[config.mk]
export PLATFORM = sky130hd
export DESIGN_NAME = hsv_palette_to_rgb565
export DESIGN_NICKNAME = d
export VERILOG_FILES = /design/src/rtl/core/hsvp_pkg.sv /design/src/rtl/core/hsvp_front.sv /design/src/rtl/core/hsvp_queue.sv /design/src/rtl/core/hsvp_back.sv /design/src/rtl/core/hsv_palette_to_rgb565.sv
export SDC_FILE = /design/constraint.sdc
export NUM_CORES = 2
export LEC_CHECK = 0
export BUFFER_PORTS_ARGS = -buffer_cell sky130_fd_sc_hd__buf_2
export CORE_MARGIN = 3
export CORE_UTILIZATION = 44
export CTS_BUF_LIST = sky130_fd_sc_hd__clkbuf_16
export CTS_CLUSTER_SIZE = 28
export DETAILED_ROUTE_END_ITERATION = 10
export GPL_TIMING_DRIVEN = 0
export PLACE_DENSITY_LB_ADDON = 0.3
export SYNTH_ARGS = -nofsm -noshare
export SYNTH_HDL_FRONTEND = slang
export SYNTH_SLANG_ARGS = --single-unit
export TNS_END_PERCENT = 20
[constraint.sdc]
create_clock -name clk -period 7.58 [get_ports clk]
set_input_delay 0.758 -clock clk [delete_from_list [all_inputs] [get_ports clk]]
set_output_delay 0.758 -clock clk [all_outputs]
set_load 0.01 [all_outputs]
[src/rtl/core/hsvp_pkg.sv]
// ----------------------------------------------------------------------------
// hsvp_pkg: shared types and constants of the HSV palette to RGB565 block
// Role and scheme codes, register indexes, per-scheme tables and the
// queue entry that passes from the front end to the conversion pipeline.
// ----------------------------------------------------------------------------
package hsvp_pkg;

  // Register indexes on the configuration port
  localparam logic [1:0] REG_BASE_HUE    = 2'd0;
  localparam logic [1:0] REG_BASE_SAT    = 2'd1;
  localparam logic [1:0] REG_BASE_VAL    = 2'd2;
  localparam logic [1:0] REG_SCHEME_TYPE = 2'd3;

  // Palette roles
  localparam logic [3:0] ROLE_TEXT    = 4'd0;
  localparam logic [3:0] ROLE_DIM     = 4'd1;
  localparam logic [3:0] ROLE_MUTED   = 4'd2;
  localparam logic [3:0] ROLE_ACCENT  = 4'd3;
  localparam logic [3:0] ROLE_INFO    = 4'd4;
  localparam logic [3:0] ROLE_PRIMARY = 4'd5;
  localparam logic [3:0] ROLE_ERROR   = 4'd9;

  // Scheme codes (only mono is tested by name; others index the tables)
  localparam logic [2:0] SCHEME_MONO = 3'd0;

  localparam logic [8:0] HUE_FULL   = 9'd360;
  localparam logic [6:0] PCT_FULL   = 7'd100;

  typedef struct packed {
    logic [8:0] base_hue;
    logic [7:0] base_sat;
    logic [7:0] base_val;
    logic [2:0] scheme_type;
  } cfg_t;

  // One queued transaction: final hue, saturation and value still scaled by
  // their percent, and a flag for role codes without a palette entry.
  typedef struct packed {
    logic [8:0]  hue;
    logic [14:0] sat_prod;
    logic [14:0] val_prod;
    logic        blank;
  } item_t;

  // Per scheme, per role primary..error
  localparam logic [8:0] HUE_OFF [8][5] = '{
    '{9'd0, 9'd0,   9'd0,   9'd0,   9'd0  },
    '{9'd0, 9'd30,  9'd330, 9'd60,  9'd300},
    '{9'd0, 9'd180, 9'd180, 9'd30,  9'd180},
    '{9'd0, 9'd120, 9'd240, 9'd120, 9'd240},
    '{9'd0, 9'd150, 9'd210, 9'd150, 9'd210},
    '{9'd0, 9'd180, 9'd90,  9'd270, 9'd180},
    '{9'd0, 9'd0,   9'd0,   9'd0,   9'd0  },
    '{9'd0, 9'd0,   9'd0,   9'd0,   9'd0  }
  };

  localparam logic [6:0] SAT_PCT [8][5] = '{
    '{7'd100, 7'd70,  7'd60,  7'd100, 7'd100},
    '{7'd100, 7'd100, 7'd100, 7'd100, 7'd100},
    '{7'd100, 7'd100, 7'd70,  7'd100, 7'd100},
    '{7'd100, 7'd100, 7'd100, 7'd80,  7'd100},
    '{7'd100, 7'd100, 7'd100, 7'd80,  7'd100},
    '{7'd100, 7'd100, 7'd100, 7'd100, 7'd100},
    '{7'd100, 7'd100, 7'd100, 7'd100, 7'd100},
    '{7'd100, 7'd100, 7'd100, 7'd100, 7'd100}
  };

  localparam logic [6:0] VAL_PCT [8][5] = '{
    '{7'd100, 7'd100, 7'd85,  7'd75,  7'd55 },
    '{7'd100, 7'd100, 7'd100, 7'd100, 7'd85 },
    '{7'd100, 7'd100, 7'd100, 7'd100, 7'd100},
    '{7'd100, 7'd100, 7'd100, 7'd100, 7'd85 },
    '{7'd100, 7'd100, 7'd100, 7'd90,  7'd100},
    '{7'd100, 7'd100, 7'd100, 7'd100, 7'd90 },
    '{7'd100, 7'd100, 7'd100, 7'd100, 7'd100},
    '{7'd100, 7'd100, 7'd100, 7'd100, 7'd100}
  };

endpackage

[src/rtl/core/hsvp_front.sv]
// ----------------------------------------------------------------------------
// hsvp_front: role classification
// Picks hue offset and saturation/value percents for the requested role
// and forms the queue entry.
// ----------------------------------------------------------------------------
module hsvp_front
  import hsvp_pkg::*;
(
  input  logic [3:0] role,
  input  cfg_t       cfg,
  output item_t      item
);

  logic [8:0] hue_base;
  logic [8:0] hue_src;
  logic [8:0] hue_off;
  logic [9:0] hue_sum;
  logic [7:0] sat_in;
  logic [7:0] val_in;
  logic [6:0] sat_pct;
  logic [6:0] val_pct;
  logic [2:0] tab_idx;
  logic       blank;

  assign tab_idx = 3'(role - ROLE_PRIMARY);

  always_comb begin
    hue_base = (cfg.base_hue >= HUE_FULL) ? 9'(cfg.base_hue - HUE_FULL) : cfg.base_hue;
    hue_src  = hue_base;
    hue_off  = '0;
    sat_in   = cfg.base_sat;
    val_in   = cfg.base_val;
    sat_pct  = PCT_FULL;
    val_pct  = PCT_FULL;
    blank    = 1'b0;
    priority if (role == ROLE_TEXT) begin
      hue_src = '0;
      sat_in  = 8'd0;
      val_in  = 8'd255;
    end else if (role == ROLE_DIM) begin
      sat_in = 8'd40;
      val_in = 8'd170;
    end else if (role == ROLE_MUTED) begin
      sat_in = 8'd30;
      val_in = 8'd70;
    end else if (role == ROLE_ACCENT) begin
      val_in = (cfg.base_val > 8'd235) ? 8'd255 : 8'(cfg.base_val + 8'd20);
    end else if (role == ROLE_INFO) begin
      if (cfg.scheme_type == SCHEME_MONO) begin
        sat_pct = 7'd50;
      end else begin
        hue_off = 9'd180;
        sat_pct = 7'd70;
        val_pct = 7'd90;
      end
    end else if (role <= ROLE_ERROR) begin
      hue_off = HUE_OFF[cfg.scheme_type][tab_idx];
      sat_pct = SAT_PCT[cfg.scheme_type][tab_idx];
      val_pct = VAL_PCT[cfg.scheme_type][tab_idx];
    end else begin
      blank = 1'b1;
    end

    hue_sum       = {1'b0, hue_src} + {1'b0, hue_off};
    item.hue      = (hue_sum >= {1'b0, HUE_FULL}) ? 9'(hue_sum - {1'b0, HUE_FULL})
                                                  : hue_sum[8:0];
    item.sat_prod = 15'(sat_in) * 15'(sat_pct);
    item.val_prod = 15'(val_in) * 15'(val_pct);
    item.blank    = blank;
  end

endmodule

[src/rtl/core/hsvp_queue.sv]
// ----------------------------------------------------------------------------
// hsvp_queue: small register queue
// Decouples the front end from the conversion pipeline.
// ----------------------------------------------------------------------------
module hsvp_queue
  import hsvp_pkg::*;
#(
  parameter int DEPTH = 2
) (
  input  logic  clk,
  input  logic  rst,
  input  logic  push,
  input  item_t push_item,
  output logic  full,
  output logic  not_empty,
  input  logic  pop,
  output item_t pop_item
);

  localparam int PTR_W = (DEPTH > 1) ? $clog2(DEPTH) : 1;
  localparam int CNT_W = $clog2(DEPTH + 1);
  localparam logic [PTR_W-1:0] PTR_LAST = PTR_W'(DEPTH - 1);

  item_t             entries [DEPTH];
  logic [PTR_W-1:0]  wr_ptr;
  logic [PTR_W-1:0]  rd_ptr;
  logic [CNT_W-1:0]  count;

  assign full      = (count == CNT_W'(DEPTH));
  assign not_empty = (count != '0);
  assign pop_item  = entries[rd_ptr];

  always_ff @(posedge clk) begin
    if (push) begin
      entries[wr_ptr] <= push_item;
    end
  end

  always_ff @(posedge clk) begin
    if (rst) begin
      wr_ptr <= '0;
      rd_ptr <= '0;
      count  <= '0;
    end else begin
      if (push) begin
        wr_ptr <= (wr_ptr == PTR_LAST) ? '0 : PTR_W'(wr_ptr + 1'b1);
      end
      if (pop) begin
        rd_ptr <= (rd_ptr == PTR_LAST) ? '0 : PTR_W'(rd_ptr + 1'b1);
      end
      if (push && !pop) begin
        count <= CNT_W'(count + 1'b1);
      end else if (pop && !push) begin
        count <= CNT_W'(count - 1'b1);
      end
    end
  end

endmodule

[src/rtl/core/hsvp_back.sv]
// ----------------------------------------------------------------------------
// hsvp_back: HSV to RGB565 conversion pipeline
// Five stages: percent scaling and sector split, saturation products,
// divide by 255, value products, divide by 255 with channel select and pack.
// ----------------------------------------------------------------------------
module hsvp_back
  import hsvp_pkg::*;
(
  input  logic        clk,
  input  logic        rst,
  input  logic        in_valid,
  input  item_t       in_item,
  output logic        in_take,
  output logic        out_valid,
  input  logic        out_ready,
  output logic [15:0] color_565
);

  localparam logic [12:0] RECIP100 = 13'd5243;   // ceil(2^19 / 100)
  localparam logic [16:0] RECIP255 = 17'd65794;  // ceil(2^24 / 255)

  localparam logic [2:0] SEC0 = 3'd0;
  localparam logic [2:0] SEC1 = 3'd1;
  localparam logic [2:0] SEC2 = 3'd2;
  localparam logic [2:0] SEC3 = 3'd3;
  localparam logic [2:0] SEC4 = 3'd4;
  localparam logic [2:0] SEC5 = 3'd5;

  function automatic logic [7:0] div255(input logic [15:0] n);
    logic [32:0] prod;
    prod = 33'(n) * 33'(RECIP255);
    return prod[31:24];
  endfunction

  // stage valid bits and advance enables
  logic v1, v2, v3, v4, v5;
  logic en1, en2, en3, en4, en5;

  assign en5     = !v5 || out_ready;
  assign en4     = !v4 || en5;
  assign en3     = !v3 || en4;
  assign en2     = !v2 || en3;
  assign en1     = !v1 || en2;
  assign in_take = in_valid && en1;

  // stage 1: scale by percent, split hue into sector and fraction
  logic [27:0] sat_mul;
  logic [27:0] val_mul;
  logic [8:0]  sec_base;
  logic [2:0]  sec_c;
  logic [5:0]  rem_c;
  logic [9:0]  frac_mul;
  logic [7:0]  s1_sat, s1_val, s1_frac;
  logic [2:0]  s1_sector;
  logic        s1_blank;

  always_comb begin
    sat_mul = 28'(in_item.sat_prod) * 28'(RECIP100);
    val_mul = 28'(in_item.val_prod) * 28'(RECIP100);
    priority if (in_item.hue >= 9'd300) begin
      sec_c = SEC5; sec_base = 9'd300;
    end else if (in_item.hue >= 9'd240) begin
      sec_c = SEC4; sec_base = 9'd240;
    end else if (in_item.hue >= 9'd180) begin
      sec_c = SEC3; sec_base = 9'd180;
    end else if (in_item.hue >= 9'd120) begin
      sec_c = SEC2; sec_base = 9'd120;
    end else if (in_item.hue >= 9'd60) begin
      sec_c = SEC1; sec_base = 9'd60;
    end else begin
      sec_c = SEC0; sec_base = 9'd0;
    end
    rem_c    = 6'(in_item.hue - sec_base);
    frac_mul = 10'(rem_c) * 10'd17;        // rem * 255 / 60 == rem * 17 / 4
  end

  always_ff @(posedge clk) begin
    if (en1) begin
      s1_sat    <= sat_mul[26:19];
      s1_val    <= val_mul[26:19];
      s1_frac   <= frac_mul[9:2];
      s1_sector <= sec_c;
      s1_blank  <= in_item.blank;
    end
  end

  // stage 2: saturation times fraction and complement
  logic [15:0] s2_sf, s2_sfc;
  logic [7:0]  s2_pa, s2_val;
  logic [2:0]  s2_sector;
  logic        s2_blank;

  always_ff @(posedge clk) begin
    if (en2) begin
      s2_sf     <= 16'(s1_sat) * 16'(s1_frac);
      s2_sfc    <= 16'(s1_sat) * 16'(8'd255 - s1_frac);
      s2_pa     <= 8'd255 - s1_sat;
      s2_val    <= s1_val;
      s2_sector <= s1_sector;
      s2_blank  <= s1_blank;
    end
  end

  // stage 3: divide by 255 and complement
  logic [7:0] s3_pa, s3_qa, s3_ta, s3_val;
  logic [2:0] s3_sector;
  logic       s3_blank;

  always_ff @(posedge clk) begin
    if (en3) begin
      s3_pa     <= s2_pa;
      s3_qa     <= 8'd255 - div255(s2_sf);
      s3_ta     <= 8'd255 - div255(s2_sfc);
      s3_val    <= s2_val;
      s3_sector <= s2_sector;
      s3_blank  <= s2_blank;
    end
  end

  // stage 4: value products
  logic [15:0] s4_pv, s4_qv, s4_tv;
  logic [7:0]  s4_val;
  logic [2:0]  s4_sector;
  logic        s4_blank;

  always_ff @(posedge clk) begin
    if (en4) begin
      s4_pv     <= 16'(s3_val) * 16'(s3_pa);
      s4_qv     <= 16'(s3_val) * 16'(s3_qa);
      s4_tv     <= 16'(s3_val) * 16'(s3_ta);
      s4_val    <= s3_val;
      s4_sector <= s3_sector;
      s4_blank  <= s3_blank;
    end
  end

  // stage 5: final divide, channel select, pack
  logic [7:0]  p_c, q_c, t_c, r_c, g_c, b_c;
  logic [15:0] color_c;

  always_comb begin
    p_c = div255(s4_pv);
    q_c = div255(s4_qv);
    t_c = div255(s4_tv);
    unique case (s4_sector)
      SEC0:    begin r_c = s4_val; g_c = t_c;    b_c = p_c;    end
      SEC1:    begin r_c = q_c;    g_c = s4_val; b_c = p_c;    end
      SEC2:    begin r_c = p_c;    g_c = s4_val; b_c = t_c;    end
      SEC3:    begin r_c = p_c;    g_c = q_c;    b_c = s4_val; end
      SEC4:    begin r_c = t_c;    g_c = p_c;    b_c = s4_val; end
      default: begin r_c = s4_val; g_c = p_c;    b_c = q_c;    end
    endcase
    color_c = s4_blank ? 16'd0 : {r_c[7:3], g_c[7:2], b_c[7:3]};
  end

  always_ff @(posedge clk) begin
    if (en5) begin
      color_565 <= color_c;
    end
  end

  always_ff @(posedge clk) begin
    if (rst) begin
      v1 <= 1'b0;
      v2 <= 1'b0;
      v3 <= 1'b0;
      v4 <= 1'b0;
      v5 <= 1'b0;
    end else begin
      if (en1) v1 <= in_valid;
      if (en2) v2 <= v1;
      if (en3) v3 <= v2;
      if (en4) v4 <= v3;
      if (en5) v5 <= v4;
    end
  end

  assign out_valid = v5;

endmodule

[src/rtl/core/hsv_palette_to_rgb565.sv]
// ----------------------------------------------------------------------------
// hsv_palette_to_rgb565: palette role to RGB565 colour
// Derives a palette role's HSV from the configured base colour and scheme
// and converts it to packed RGB565.
// ----------------------------------------------------------------------------
//
//  channel   handshake               payload          direction
//  -------   ---------------------   --------------   ---------
//  in        in_valid / in_ready     role [3:0]       into block
//  out       out_valid / out_ready   color_565 [15:0] out of block
//  cfg       cfg_we                  cfg_index, cfg_data  into block
//
//  One transaction per cycle sustained while out_ready stays high. From input
//  acceptance to out_valid, the queue entry is written at the accepting edge,
//  then the five pipeline registers follow, the output register last.
//  Synchronous reset empties the queue and drops all in-flight transactions;
//  configuration registers return to hue 180, sat 255, val 255, scheme 2.
//  A stall on out backs up the pipeline; in_ready falls only once the
//  QUEUE_DEPTH-entry queue behind the front end fills.
//
module hsv_palette_to_rgb565
  import hsvp_pkg::*;
#(
  parameter int QUEUE_DEPTH = 2   // 2..16 entries
) (
  input  logic        clk,
  input  logic        rst,
  // configuration
  input  logic        cfg_we,
  input  logic [1:0]  cfg_index,
  input  logic [8:0]  cfg_data,
  // request
  input  logic        in_valid,
  output logic        in_ready,
  input  logic [3:0]  role,
  // result
  output logic        out_valid,
  input  logic        out_ready,
  output logic [15:0] color_565
);

  cfg_t  cfg;
  item_t front_item;
  item_t queue_item;
  logic  queue_full;
  logic  queue_avail;
  logic  queue_pop;
  logic  push;

  // Configuration registers; data above a register's width is dropped.
  always_ff @(posedge clk) begin
    if (rst) begin
      cfg.base_hue    <= 9'd180;
      cfg.base_sat    <= 8'd255;
      cfg.base_val    <= 8'd255;
      cfg.scheme_type <= 3'd2;
    end else if (cfg_we) begin
      unique case (cfg_index)
        REG_BASE_HUE:    cfg.base_hue    <= cfg_data;
        REG_BASE_SAT:    cfg.base_sat    <= cfg_data[7:0];
        REG_BASE_VAL:    cfg.base_val    <= cfg_data[7:0];
        REG_SCHEME_TYPE: cfg.scheme_type <= cfg_data[2:0];
        default: ;
      endcase
    end
  end

  // Front end: classify role into hue and scaled sat/val.
  hsvp_front u_front (
    .role (role),
    .cfg  (cfg),
    .item (front_item)
  );

  assign in_ready = !queue_full;
  assign push     = in_valid && in_ready;

  hsvp_queue #(
    .DEPTH (QUEUE_DEPTH)
  ) u_queue (
    .clk       (clk),
    .rst       (rst),
    .push      (push),
    .push_item (front_item),
    .full      (queue_full),
    .not_empty (queue_avail),
    .pop       (queue_pop),
    .pop_item  (queue_item)
  );

  // Back end: HSV to RGB565 pipeline with its own stall chain.
  hsvp_back u_back (
    .clk       (clk),
    .rst       (rst),
    .in_valid  (queue_avail),
    .in_item   (queue_item),
    .in_take   (queue_pop),
    .out_valid (out_valid),
    .out_ready (out_ready),
    .color_565 (color_565)
  );

endmodule

Word-level counts from Yosys, hierarchy flattened

Memories as Yosys holds them, arrays and structs flattened. A register that Yosys moved wholly into a read port is not among the register bits.
Cells that the tools add are included.

Memories kept: 4
Bits in read-only memories: 920
Register bits after elaboration: 229
Output and inout bits: 18
Latch bits: 0
RAM bits: 80

Memory list:

| memory           | depth | bits a word | rd ports | clocked after memory_dff | write ports | line             | text |
|---|---|---|---|---|---|---|---|
| (name not given) | 8     | 45          | 1        | 0                        | 0           | hsvp_front.sv:57 | `hue_off = HUE_OFF[cfg.scheme_type][tab_idx];` |
| (name not given) | 8     | 35          | 1        | 0                        | 0           | hsvp_front.sv:58 | `sat_pct = SAT_PCT[cfg.scheme_type][tab_idx];` |
| (name not given) | 8     | 35          | 1        | 0                        | 0           | hsvp_front.sv:59 | `val_pct = VAL_PCT[cfg.scheme_type][tab_idx];` |
| u_queue.entries  | 2     | 40          | 1        | 1                        | 1           | hsvp_queue.sv:24 | `item_t entries [DEPTH];` |

Shift operators: 0
Add/sub/neg operators: 14
Divide/modulo/power cells: 0
$lt $le $gt $ge: 11
Reductions and logical operators: 32
Equal/unequal tests: 12
Multipliers: 15
Bitwise gates (word level): 2
Mux-type cells: 73

Operators with widths:

| cell                     | number |
|---|---|
| $mul A16 B16 Y31 const B | 5 |
| $mux W35                 | 4 |
| $mux W7                  | 17 |
| $mux W9                  | 11 |
| $mux W45                 | 2 |
| $mux W8                  | 9 |
| $pmux W8 S3              | 3 |
| $mul A8 B8 Y16           | 4 |
| $mul A15 B13 Y27 const B | 2 |
| $bmux W7 S3              | 2 |
| $mux W6                  | 6 |
| $mul A8 B7 Y15           | 2 |
| $bmux W9 S3              | 1 |
| $sub A8 B8 Y8 const A    | 3 |
| $ge A9 B8 Y1 const B     | 2 |
| $ge A9 B9 Y1 const B     | 2 |
| $sub A9 B9 Y9 const B    | 2 |
| $mul A8 B16 Y16          | 1 |
| $mux W1                  | 14 |
| $add A9 B9 Y10           | 1 |
| $ge A10 B9 Y1 const B    | 1 |
| $mul A6 B5 Y10 const B   | 1 |
| $reduce_or A2 Y1         | 5 |
| $ge A9 B6 Y1 const B     | 1 |
| other kinds (30)         | 58 |

Depth between registers and ports, before layout

Word-level depth: 16
Depth in mapped cells: 26
Gate-level depth less buffers: 26

By module

From an unflattened synthesis, not the netlist that was laid out.

Cells, all modules: 3,799
Area, all modules: 38,931.1 sq um

By module, submodules not included:

| module                | instances | area an instance (sq um) | sequential area each (sq um) | cells an instance |
|---|---|---|---|---|
| hsvp_back             | 1         | 29,652.2                 | 5,805.6                      | 2,876 |
| hsvp_front            | 1         | 5,056.1                  | 0.0                          | 665 |
| hsvp_queue            | 1         | 3,083.0                  | 2,502.4                      | 146 |
| hsv_palette_to_rgb565 | 1         | 1,139.8                  | 560.5                        | 112 |

Worst setup path before layout

No wires, ideal clock.

Path kind: input to register
Start point: input role[0]
End point: memory u_queue.entries[0][13] (netlist bit) (data pin)
Path slack: 1,373 ps
Arrival: 5,944 ps
Stages on the path: 21
Setup time: 262 ps
Cells stage by stage: inv_1 ha_1 clkbuf_1 nor4_1 nor3_1 nor2_1 o21ai_0 a211oi_1 or2_2 fa_1 fa_1 fa_1 inv_1 fa_1 ha_1 nor2b_1 o211ai_1 nand2_1 a41oi_1 nor2b_1 xnor2_1

RTL lines:

| item        | line                        | text |
|---|---|---|
| from (decl) | hsv_palette_to_rgb565.sv:35 | `input logic [3:0] role,` |
| to (decl)   | hsvp_queue.sv:24            |  |

==> impl_metrics.env <==
export IMPL_core_um2=84480
export IMPL_stdcell_count=4936
export IMPL_rrSetupSlack_ps=540
export IMPL_finalHoldViolCount=0
export IMPL_ctsHtreeMaxLevel=2
export IMPL_fillers=7831
export IMPL_clkLatencyLatePin_ps=570
export IMPL_globalplace_congestion=0.9080
export IMPL_vias_per_cell=5.199
export IMPL_period_needed_ps=7035
export IMPL_critPathKind="reg -> reg"
export IMPL_avgSynthCellArea_um2=10.27
export IMPL_cts_buffer_depth=3
export IMPL_post_cts_setup_buffers=0
export IMPL_placementRows=106
export IMPL_worstHoldEndpoint="u_back.s2_sector[1]$_DFFE_PP_"
export IMPL_cp_required_ps=7890
export IMPL_first_pass_iters=6
export IMPL_dieWidth_um=299.4
export IMPL_synth_top_family_by_area="adder cells"
export IMPL_grt_pass1_wl_mm=130.4
export IMPL_yosys_warnings=0
export IMPL_drc=0
export IMPL_grt_use_total=0.1762
export IMPL_die_y_um=299.4
export IMPL_yosysUniqueCellTypes=77
export IMPL_hp_class="reg -> reg"
export IMPL_synth_simple_area_share=0.1169
export IMPL_dr_first_iter_drc_count=1354
export IMPL_yosys_most_used_dff="edfxtp_1"
export IMPL_register_area_um2=8808
export IMPL_dp_cells=4866
export IMPL_grt_overflow_total=0
export IMPL_hold_depth=0
export IMPL_clock_fmax_mhz=142.1
export IMPL_layout_commonest_cell="ha_1"
export IMPL_setup_slack_ps=544.8
export IMPL_endpoint_kind="register"
export IMPL_dp_hpwl_mm=63.30
export IMPL_layout_drive_gt1_share=0.04340
export IMPL_synth_xor_area_frac=0.03652
export IMPL_mostFrequentLayoutCells="ha_1 (787), inv_1 (589), fa_1 (371), edfxtp_1 (268), nand2_1 (265)"
export IMPL_die_area_um2=89670
export IMPL_rr_endpoint="u_back.s1_val[5]$_DFFE_PN_"
export IMPL_worst_ep_arrival_time_ps=7350
export IMPL_synth_cells=3690
export IMPL_synthMuxAreaShare=0.01648
export IMPL_avgRoutedWirePerCell_um=15.45
export IMPL_slew_headroom=0.1180
export IMPL_cts_made_buffers=39
export IMPL_area_growth_pct=7.840
export IMPL_maxCapViolations=0
export IMPL_hold_start="u_back.s1_sector[1]$_SDFFCE_PP0N_"
export IMPL_ioPinCount=38
export IMPL_drtAntennaViolNets=0
export IMPL_worstSetupStartpointType="register"
export IMPL_wl_mm=76.27
export IMPL_post_place_ws_ps=-153.5
export IMPL_clock_skew_ps=25.95
export IMPL_setup_viol=0
export IMPL_vias=25660
export IMPL_ys_async_sr_fraction=0
export IMPL_port_buffers=35
export IMPL_cts_tree="done"
export IMPL_worst_slew_pin_slew_ps=1302
export IMPL_synth_compound_area_frac=0.07701
export IMPL_ys_seq_elements=306
export IMPL_grt_pass1_vias=26710
export IMPL_multi_input_area_um2=26690
export IMPL_ys_seq_area_frac=0.2325
export IMPL_final_max_slew_viol_count=0
export IMPL_fin_util=0.4836
export IMPL_path_max_fanout=10
export IMPL_synth_area_um2=37890
export IMPL_status="finished, final reports clean"
export IMPL_n_antenna_cell=0
export IMPL_cts_root_buffer="clkbuf_16"
export IMPL_r2r_cells=22
export IMPL_antenna_found_initial=0
export IMPL_clkTransAtPathRegs_ps=60
export IMPL_cts_sink_count=306
export IMPL_rsz0062_at_grt="false"
export IMPL_synth_edf_count=268
export IMPL_nets=4951
export IMPL_start_util=0.4485
export IMPL_synth_fa_ha_area_frac=0.4562
export IMPL_fin_crit_sh=0.9281
export IMPL_grt_max_degree=59
-- worst max-delay path by stage --
| stage | startpoint | end | slack [ps] | cells after the start |
|---|---|---|---|---|
| after floorplan | role[0] | u_queue.entries[0][13]$_DFFE_PP_ | 1370 | 21 |
| after global placement | role[0] | u_queue.entries[1][15]$_DFFE_PP_ | -120 | 22 |
| after detailed placement | role[0] | u_queue.entries[0][15]$_DFFE_PP_ | -150 | 23 |
| after CTS | register | u_back.s1_val[5]$_DFFE_PN_ | 10 | 19 |
| after global routing | register | u_back.s1_sat[7]$_DFFE_PN_ | 20 | 21 |
| final | register | u_back.s1_val[5]$_DFFE_PN_ | 540 | 22 |
-- state kept, by name (all words and copies together) (netlist names), 3 cells and up, named ones only --
signal	flops
cfg	28
u_back.color_565	16
u_back.s1_frac	8
u_back.s1_sat	8
u_back.s1_sector	3
u_back.s1_val	8
u_back.s2_pa	8
u_back.s2_sector	3
u_back.s2_sf	16
u_back.s2_sfc	16
u_back.s2_val	8
u_back.s3_pa	8
u_back.s3_qa	8
u_back.s3_sector	3
u_back.s3_ta	8
u_back.s3_val	8
u_back.s4_pv	16
u_back.s4_qv	16
u_back.s4_sector	3
u_back.s4_tv	16
u_back.s4_val	6
u_queue.entries	78
-- cell families after synthesis --
logic type               count (synthesis)
multiplexers                            61
XOR/XNOR                               158
adder cells (fa/ha/maj)               1159
buffers and inverters                  649
flip-flops                             306
other                                    1
AND/OR/NAND/NOR                        913
AO/OA/AOI/OAI                          443
-- critical path: stages (launching register included) --
cell	delay (ps)
dfxtp_1	300
clkbuf_1	200
buf_2	330
clkdlybuf4s15_2	570
mux2i_1	470
inv_1	260
ha_1	360
inv_1	60
fa_1	490
inv_1	50
fa_1	500
inv_1	60
fa_1	490
fa_1	500
inv_1	40
ha_1	260
o21a_1	110
o21ai_0	130
a2111oi_1	670
o21ai_0	310
o21ai_0	340
a21oi_1	130
xnor2_1	140
-- synth_stat cells, drive strengths merged, types with 5 or more instances --
| cell type | number | share of area |
|---|---|---|
| a31o | 10 | 0.0023 |
| o211ai | 33 | 0.0065 |
| mux2 | 11 | 0.0033 |
| and3 | 14 | 0.0023 |
| clkbuf | 59 | 0.0058 |
| a41oi | 11 | 0.0025 |
| dfxtp | 38 | 0.020 |
| a31oi | 10 | 0.0017 |
| a21oi | 131 | 0.017 |
| mux2i | 50 | 0.013 |
| or3 | 16 | 0.0026 |
| o21bai | 13 | 0.0026 |
| inv | 583 | 0.058 |
| a211o | 8 | 0.0018 |
| nor2b | 25 | 0.0041 |
| and2 | 180 | 0.030 |
| or2 | 27 | 0.0045 |
| xor2 | 40 | 0.0092 |
| nand2b | 49 | 0.0081 |
| nor2 | 212 | 0.021 |
| nand2 | 267 | 0.026 |
| o22ai | 7 | 0.0012 |
| o21ai | 79 | 0.011 |
| edfxtp | 268 | 0.21 |
| ha | 787 | 0.26 |
| a21o | 39 | 0.0077 |
| o2111ai | 9 | 0.0022 |
| fa | 371 | 0.20 |
| nor4 | 5 | 0.00083 |
| o221ai | 5 | 0.0012 |
| nand4 | 13 | 0.0021 |
| xnor2 | 118 | 0.027 |
| o21a | 23 | 0.0046 |
| buf | 5 | 0.00056 |
| o31ai | 7 | 0.0014 |
| a211oi | 16 | 0.0032 |
| nand3 | 54 | 0.0071 |
| a2111oi | 5 | 0.0013 |
| nor3 | 37 | 0.0049 |
-- stage by stage --
step | area (um^2) | hold WS [ps] | setup TNS (ps)
after CTS | 40850 | 413.2 | 0
final | 40860 | 415.6 | 0
after floorplan | 37900 | 400.3 | 0
after global routing | 40860 | 413.3 | 0
after global placement | 39490 | 401.2 | -337.2
after detailed placement | 39620 | 404.5 | -500.5
-- cell type report --
class / instances / share of cell area
Multi-Input combinational cell: 2738 / 0.6532
Sequential cell: 306 / 0.2156
Inverter: 585 / 0.05374
Tap cell: 1134 / 0.03473
Clock buffer: 41 / 0.02511
Timing Repair Buffer: 39 / 0.006798
Buffer: 64 / 0.006186
Clock inverter: 29 / 0.004685
-- repair_timing --
item | CTS | global route
hold buffers | 0 | 0
gates cloned | 0 | 0
endpoints found under the setup margin | 1 | 12
gates resized for setup | 3 | 6
pin swaps | 0 | 0
-- layer usage --
| layer | track usage | routed length [um] |
|---|---|---|
| met3 | 0.02028 | 3128 |
| met1 | 0.2296 | 34370 |
| met4 | 0.04928 | 1999 |
| met5 | 0 | 0 |
| met2 | 0.3093 | 36770 |
Power is left out: the tool's default activity adds up to more than one toggle a clock period on the data nets, which glitch-free logic cannot reach.
